$ cat src/rtl/core/bkr_pkg.sv
package bkr_pkg;

	localparam int CODE_W      = 64;
	localparam int MAX_BASES   = CODE_W / 2;
	localparam int LEN_W       = 6;
	localparam int STACK_DEPTH = 64;
	localparam int DEPTH_W     = $clog2(STACK_DEPTH + 1);
	localparam int STACK_AW    = $clog2(STACK_DEPTH);
	localparam int CFG_IDX_W   = 1;

	localparam logic [CFG_IDX_W-1:0] CFG_KMER_LENGTH     = 1'b0;
	localparam logic [CFG_IDX_W-1:0] CFG_KEEP_ORIENTATION = 1'b1;

	localparam logic [7:0] CHAR_A       = 8'h41;
	localparam logic [7:0] CHAR_C       = 8'h43;
	localparam logic [7:0] CHAR_G       = 8'h47;
	localparam logic [7:0] CHAR_T       = 8'h54;
	localparam logic [7:0] CHAR_Z       = 8'h5A;
	localparam logic [7:0] CHAR_LOWER_A = 8'h61;
	localparam logic [7:0] CHAR_LOWER_Z = 8'h7A;
	localparam logic [7:0] CHAR_OPEN    = 8'h28;
	localparam logic [7:0] CHAR_CLOSE   = 8'h29;
	localparam logic [7:0] CASE_OFFSET  = 8'h20;

	localparam logic [1:0] BASE_A = 2'd0;
	localparam logic [1:0] BASE_C = 2'd1;
	localparam logic [1:0] BASE_G = 2'd2;
	localparam logic [1:0] BASE_T = 2'd3;

	typedef enum logic [2:0] {
		ERR_NONE      = 3'd0,
		ERR_BAD_BASE  = 3'd1,
		ERR_UNDERFLOW = 3'd2,
		ERR_OVERFLOW  = 3'd3,
		ERR_UNCLOSED  = 3'd4
	} bkr_err_t;

	// Reverses the order of all base slots and complements each base.
	function automatic logic [CODE_W-1:0] rev_comp_full(input logic [CODE_W-1:0] code);
		logic [CODE_W-1:0] r;
		r = '0;
		for (int i = 0; i < MAX_BASES; i++) begin
			r[2*(MAX_BASES-1-i) +: 2] = ~code[2*i +: 2];
		end
		return r;
	endfunction

endpackage

$ cat src/rtl/core/bracketed_kmer_roller.sv
// Rolling 2-bit k-mer encoder for bracketed DNA tokens.
// Input channel: one character per transfer on sym_valid/sym_stall with
// symbol, token_first and token_last. Output channel: kmer_valid/kmer_stall
// with kmer_code, error_code and token_end. A character that neither
// completes a k-mer nor raises an error produces no output transfer.
// Configuration: cfg_valid/cfg_ready with cfg_index (0 kmer_length,
// 1 keep_orientation) and cfg_data; cfg_ready is always high, and writes
// must be made only while the block is idle; it does not enforce this.
// A character is registered in the input stage on its input transfer and is
// processed from there; its result, if any, is registered in the output stage.
// One character is taken every cycle as long as the output is not stalled.
// The bracket stack keeps its top entry in a register and the rest in a
// memory whose registered read port always prefetches the entry below the
// top, so a push or pop never waits for a memory read.
// Reset clears the token state and sets kmer_length to 31 and
// keep_orientation to 0; no stack clearing pass is needed.
// While the output is stalled the result holds, the input stage holds one
// further character, and sym_stall rises once that stage is full.
module bracketed_kmer_roller (
	input  logic                          clk,
	input  logic                          arst_n,
	input  logic                          sym_valid,
	output logic                          sym_stall,
	input  logic [7:0]                    symbol,
	input  logic                          token_first,
	input  logic                          token_last,
	output logic                          kmer_valid,
	input  logic                          kmer_stall,
	output logic [bkr_pkg::CODE_W-1:0]    kmer_code,
	output logic [2:0]                    error_code,
	output logic                          token_end,
	input  logic                          cfg_valid,
	output logic                          cfg_ready,
	input  logic [bkr_pkg::CFG_IDX_W-1:0] cfg_index,
	input  logic [bkr_pkg::LEN_W-1:0]     cfg_data
);
	import bkr_pkg::*;

	logic                valid_s1;
	logic [7:0]          symbol_s1;
	logic                first_s1;
	logic                last_s1;

	logic [LEN_W-1:0]    kmer_len_q;
	logic                keep_q;
	logic [CODE_W-1:0]   code_q;
	logic [LEN_W-1:0]    loaded_q;
	logic [DEPTH_W-1:0]  depth_q;
	logic                dead_q;
	logic [CODE_W-1:0]   top_q;
	logic [CODE_W-1:0]   below_q;
	logic [CODE_W-1:0]   stack_mem [STACK_DEPTH];

	logic                out_valid_q;
	logic [CODE_W-1:0]   kmer_q;
	bkr_err_t            err_q;
	logic                end_q;

	logic                advance;
	logic                upd;
	logic [LEN_W-1:0]    k_eff;
	logic [6:0]          shamt;
	logic [CODE_W-1:0]   mask;
	logic [7:0]          ch;
	logic [CODE_W-1:0]   cur;
	logic [LEN_W-1:0]    ld;
	logic [DEPTH_W-1:0]  dp;
	logic                dead;
	logic [1:0]          g;
	logic                bad_base;
	logic                base_emit;
	logic                push_wr;
	logic [CODE_W-1:0]   nxt_code;
	logic [LEN_W-1:0]    nxt_loaded;
	logic [DEPTH_W-1:0]  nxt_depth;
	logic [CODE_W-1:0]   nxt_top;
	logic [CODE_W-1:0]   rc;
	logic [CODE_W-1:0]   kmer;
	bkr_err_t            err;
	logic                emit;
	logic [DEPTH_W-1:0]  depth_after;
	logic [DEPTH_W-1:0]  raddr_full;
	logic [DEPTH_W-1:0]  waddr_full;

	assign cfg_ready  = 1'b1;
	assign advance    = valid_s1 && !(out_valid_q && kmer_stall);
	assign sym_stall  = valid_s1 && !advance;
	assign kmer_valid = out_valid_q;
	assign kmer_code  = kmer_q;
	assign error_code = err_q;
	assign token_end  = end_q;

	always_comb begin
		if (kmer_len_q == '0) begin
			k_eff = LEN_W'(1);
		end else if (kmer_len_q > LEN_W'(MAX_BASES)) begin
			k_eff = LEN_W'(MAX_BASES);
		end else begin
			k_eff = kmer_len_q;
		end
	end

	assign shamt = 7'(CODE_W) - {k_eff, 1'b0};
	assign mask  = {CODE_W{1'b1}} >> shamt;

	always_comb begin
		cur  = first_s1 ? '0 : code_q;
		ld   = first_s1 ? '0 : loaded_q;
		dp   = first_s1 ? '0 : depth_q;
		dead = first_s1 ? 1'b0 : dead_q;

		ch = symbol_s1;
		if (ch >= CHAR_LOWER_A && ch <= CHAR_LOWER_Z) begin
			ch = ch - CASE_OFFSET;
		end

		g          = BASE_A;
		bad_base   = 1'b0;
		base_emit  = 1'b0;
		push_wr    = 1'b0;
		nxt_code   = cur;
		nxt_loaded = ld;
		nxt_depth  = dp;
		nxt_top    = top_q;
		err        = ERR_NONE;

		if (ch == CHAR_OPEN) begin
			if (dp == DEPTH_W'(STACK_DEPTH)) begin
				err = ERR_OVERFLOW;
			end else begin
				push_wr   = (dp != '0);
				nxt_top   = cur;
				nxt_depth = dp + DEPTH_W'(1);
			end
		end else if (ch == CHAR_CLOSE) begin
			if (dp == '0) begin
				err = ERR_UNDERFLOW;
			end else begin
				nxt_code  = top_q;
				nxt_top   = below_q;
				nxt_depth = dp - DEPTH_W'(1);
			end
		end else if (ch >= CHAR_A && ch <= CHAR_Z) begin
			case (ch)
				CHAR_A: g = BASE_A;
				CHAR_C: g = BASE_C;
				CHAR_G: g = BASE_G;
				CHAR_T: g = BASE_T;
				default: bad_base = 1'b1;
			endcase
			if (bad_base) begin
				err = ERR_BAD_BASE;
			end else begin
				nxt_code   = {cur[CODE_W-3:0], g} & mask;
				nxt_loaded = (ld == {LEN_W{1'b1}}) ? ld : ld + LEN_W'(1);
				base_emit  = (nxt_loaded >= k_eff);
			end
		end

		rc = rev_comp_full(nxt_code) >> shamt;
		if (!base_emit) begin
			kmer = '0;
		end else if (keep_q || nxt_code <= rc) begin
			kmer = nxt_code;
		end else begin
			kmer = rc;
		end

		if (err == ERR_NONE && last_s1 && nxt_depth != '0) begin
			err = ERR_UNCLOSED;
		end
		emit = !dead && (base_emit || err != ERR_NONE);
	end

	assign upd         = advance && !dead;
	assign depth_after = upd ? nxt_depth : depth_q;
	assign raddr_full  = depth_after - DEPTH_W'(2);
	assign waddr_full  = depth_q - DEPTH_W'(1);

	always_ff @(posedge clk or negedge arst_n) begin
		if (!arst_n) begin
			valid_s1    <= 1'b0;
			kmer_len_q  <= LEN_W'(31);
			keep_q      <= 1'b0;
			code_q      <= '0;
			loaded_q    <= '0;
			depth_q     <= '0;
			dead_q      <= 1'b0;
			out_valid_q <= 1'b0;
		end else begin
			if (sym_valid && !sym_stall) begin
				valid_s1 <= 1'b1;
			end else if (advance) begin
				valid_s1 <= 1'b0;
			end

			if (cfg_valid && cfg_ready) begin
				case (cfg_index)
					CFG_KMER_LENGTH:      kmer_len_q <= cfg_data;
					CFG_KEEP_ORIENTATION: keep_q     <= cfg_data[0];
					default: ;
				endcase
			end

			if (upd) begin
				code_q   <= nxt_code;
				loaded_q <= nxt_loaded;
				depth_q  <= nxt_depth;
				dead_q   <= (err != ERR_NONE);
			end

			if (advance && emit) begin
				out_valid_q <= 1'b1;
			end else if (!kmer_stall) begin
				out_valid_q <= 1'b0;
			end
		end
	end

	always_ff @(posedge clk) begin
		if (sym_valid && !sym_stall) begin
			symbol_s1 <= symbol;
			first_s1  <= token_first;
			last_s1   <= token_last;
		end
		if (upd) begin
			top_q <= nxt_top;
		end
		if (advance && emit) begin
			kmer_q <= kmer;
			err_q  <= err;
			end_q  <= (err != ERR_NONE) || last_s1;
		end
	end

	always_ff @(posedge clk) begin
		if (upd && push_wr) begin
			stack_mem[waddr_full[STACK_AW-1:0]] <= top_q;
			below_q <= top_q;
		end else begin
			below_q <= stack_mem[raddr_full[STACK_AW-1:0]];
		end
	end

endmodule

$ cat config.mk
export PLATFORM = sky130hd
export DESIGN_NAME = bracketed_kmer_roller
export DESIGN_NICKNAME = d
export VERILOG_FILES = /design/src/rtl/core/bkr_pkg.sv /design/src/rtl/core/bracketed_kmer_roller.sv
export SDC_FILE = /design/constraint.sdc
export NUM_CORES = 2
export LEC_CHECK = 0
export BUFFER_PORTS_ARGS = -buffer_cell sky130_fd_sc_hd__clkbuf_2
export CAP_MARGIN = 20
export CORE_AREA = 4 4 543 545
export CTS_CLUSTER_DIAMETER = 60
export CTS_CLUSTER_SIZE = 28
export DETAILED_ROUTE_END_ITERATION = 12
export DIE_AREA = 0 0 547 549
export PLACE_DENSITY_LB_ADDON = 0.1
export SYNTH_ARGS = -nofsm -noshare
export SYNTH_HDL_FRONTEND = slang
export SYNTH_SLANG_ARGS = --single-unit
$ cat constraint.sdc
create_clock -name clk -period 12.1 [get_ports clk]
set_input_delay 0.605 -clock clk [delete_from_list [all_inputs] [get_ports clk]]
set_output_delay 0.605 -clock clk [all_outputs]
set_load 0.02 [all_outputs]
==> flow_summary.json <==
{
  "die_x_um": 547,
  "combPwrFrac": 0.170,
  "drt-wirelength-per-cell_um": 43.03,
  "grt_use_total": 0.3595,
  "critPathKind": "flop to flop",
  "gp_congestion": 1.004,
  "stdcell_area_um2": 190400,
  "nets": 8455,
  "mostFrequentLayoutCells": "edfxtp_1, mux4_2, nand2_1, clkbuf_16, buf_4",
  "die_area_um2": 300300,
  "cts_buffer_depth": 4,
  "async_flop_share": 0.02009,
  "finalHoldViolations": 0,
  "first_pass_iters": 6,
  "numCtsBuffers": 271,
  "maxSlewViolCount": 0,
  "numClockSinks": 4331,
  "routed_via_density": 7.302,
  "max_freq_mhz": 102.4,
  "rsz0062_at_grt": "no",
  "intPower_mw": 23.35,
  "antenna_found_initial": 16,
  "rows": 198,
  "final_common_cell": "edfxtp_1",
  "seq_area_um2": 129600,
  "cts_tree": "done",
  "antenna_left": 0,
  "rr_startpoint": "first_s1",
  "maxCapViolCount": 0,
  "cp.required_ns": 12.79,
  "synth-main-ff-cell": "edfxtp_1",
  "netlist_area_um2": 173600,
  "power_density_nw_per_um2": 169.2,
  "period_minus_slack_ns": 9.762,
  "start_util": 0.5985,
  "grt_pass1_vias": 88170,
  "tightest_slew_ns": 1.327,
  "crit_start": "first_s1",
  "multi_input_area_um2": 42640,
  "p_sw_mw": 8.876,
  "setup.worst_path.start_class": "flop",
  "synth_cell_types": 93,
  "cts_setup_buffers": 0,
  "max_slew_margin": 0.1128,
  "synth-seq-area-share": 0.7462,
  "finalSetupViolations": 0,
  "clock_latency_ns": 0.94,
  "htreeDepth": 5,
  "syn_to_final_growth_pct": 9.675,
  "grt_max_degree": 153,
  "drive_gt1_frac": 0.2808,
  "path_max_fanout": 19,
  "die_height_um": 549,
  "whs_ns": 0.06191,
  "syn_inst": 8142,
  "syn_nets": 8244,
  "ir_drop_uv": 163.0,
  "arrival_ns": 10.45,
  "path_clk_slew_ns": 0.08,
  "fin_skew_ns": 0.05239,
  "detail_route.iter0.violations": 16310,
  "ys_ff_latch": 4331,
  "finalWirelength_mm": 536.9,
  "io_buffers": 91,
  "synth_edf_count": 4238,
  "finalCritPeriodShare": 0.8067,
  "switching_share": 0.2754,
  "p_leak_nw": 59.44,
  "yosys_warnings": 0,
  "seqPwrFrac": 0.510,
  "postPlaceCellArea_um2": 180600,
  "cts-root-buf": "clkbuf_16",
  "nFillCells": 18710,
  "fin_setup_tns_ns": 0,
  "hold_start": "cfg_data[3]",
  "syn_area_per_cell_um2": 21.33,
  "hp-class": "input port to flop",
  "grt_pass1_wl_mm": 739.0,
  "route.detailed.drc": 0,
  "pwr-share-clk": 0.319,
  "status": "finished clean",
  "core_area_um2": 290100,
  "worst_setup_path_end_kind": "flop",
  "io-pin-count": 93,
  "total_power_mw": 32.23,
  "hpwl_mm": 296.7,
  "dr_total_vias": 91120,
  "grt_overflow": 0
}
-- timing repair --
action / in CTS / in global routing
hold buffers: 14 / 0
gates resized for setup: 0 / 0
endpoints found under the hold margin: 34 / 0
-- layout make-up --
cell class,count,area share
clock inverters,197,0.01312
multi-input cells,3268,0.2239
inverters,53,0.001045
diodes,9,0.0001183
repair buffers,428,0.01866
clock buffers,292,0.03703
well taps,3900,0.02562
flip-flops and latches,4331,0.6805
-- worst paths after layout --
path	to	slack [ns]	depth (start not counted)
max in group asynchronous	kmer_len_q[0]	10.79	4
max reg2reg	kmer_code[38]	2.34	20
min reg2reg	code_q[22]	0.47	2
min	kmer_len_q[3]	0.06	2
min in group asynchronous	code_q[38]	0.29	2
max	kmer_code[38]	2.34	20
-- per-layer routing --
layer | global-route usage | share of wire | vias to the layer above
li1 | - | - | 34750
met1 | 0.5304 | 0.38 | 49100
met2 | 0.5409 | 0.46 | 6275
met3 | 0.08406 | 0.12 | 990
met4 | 0.1236 | 0.042 | 6
met5 | 0 | 0.000080 | -
-- critical path: stages, from the launching register on --
cell	delay [ns]
edfxtp_1	0.82
nand2b_1	0.27
ha_1	0.33
nand2b_1	0.62
o21ai_4	1.07
o22ai_1	0.60
o21ai_1	0.98
mux2i_1	0.27
o21ai_0	0.58
o2bb2ai_1	0.12
a21o_1	0.22
a221oi_1	0.56
ha_1	0.37
nand4_1	0.13
nor3_1	0.08
or3b_2	0.44
o21ai_0	0.24
a31oi_1	0.18
o21ai_2	0.66
nand2b_1	0.50
o32ai_1	0.40
-- synthesized netlist by cell type (all sizes together), types with 8 or more instances --
cell type,n,area [um2]
o21a,15,112.6
nand4,26,162.7
nor3b,9,72.57
dfrtp,82,2052
o21ai,192,972.2
a311oi,8,70.07
a22o,14,122.6
a31oi,32,200.2
nor2,260,980.9
buf,136,566.8
o32ai,8,70.07
edfxtp,4238,127300
nand2b,80,500.5
clkbuf,354,1329
a221oi,18,170.2
o22ai,29,181.4
and2,15,93.84
o221ai,12,105.1
a32oi,12,105.1
xnor2,10,87.58
nand3,70,350.3
a22oi,23,177.7
nor2b,43,269.0
mux2,44,506.7
nand2,377,1415
or2,12,75.08
ha,80,1001
nor4,15,93.84
or3,11,68.82
and3,16,100.1
a21o,15,112.6
o211a,10,100.1
a221o,9,90.09
a21oi,127,635.6
o2bb2ai,12,111.4
mux4,1350,30400
inv,53,198.9
mux2i,46,460.4
o211ai,29,222.7
a211oi,77,583.1
nor3,64,325.3
-- per-stage QoR --
step | std cells | util | worst slack, ns
floorplan | 8142 | - | 4.351
global placement | 11950 | 0.6222 | 2.673
detailed placement | 11960 | 0.6226 | 2.896
CTS | 12460 | 0.6560 | 2.839
global route | 12470 | 0.6564 | 2.211
finish | 12480 | 0.6564 | 2.338
-- cell families after synthesis --
logic type               after synthesis  share of synthesized area
buffers and inverters                543                    0.01206
flip-flops                          4331                     0.7462
adder cells (fa/ha/maj)               80                   0.005765
other                                  1                 0.00002160
multiplexers                        1440                     0.1807
AND/OR/NAND/NOR                     1018                    0.02703
AO/OA/AOI/OAI                        715                    0.02754
XOR/XNOR                              14                  0.0007061
-- power by group through the flow --
stage / combinational [mW] / clock, mW / sequential (mW)
floorplan: 3.42 / 0 / 16.7
global placement: 5.43 / 0 / 16.8
detailed placement: 5.41 / 0 / 16.8
CTS: 5.43 / 10.4 / 16.4
global route: 5.68 / 11.0 / 16.5
finish: 5.49 / 10.3 / 16.4
-- flip-flops by register name (all words and copies together) (netlist names), 3 cells and up, named ones only --
signal / flops
stack_mem: 4096
code_q: 64
kmer_code: 64
top_q: 64
symbol_s1: 8
depth_q: 7
kmer_len_q: 6
loaded_q: 6
error_code: 3
(Power assumes the default switching activity.)
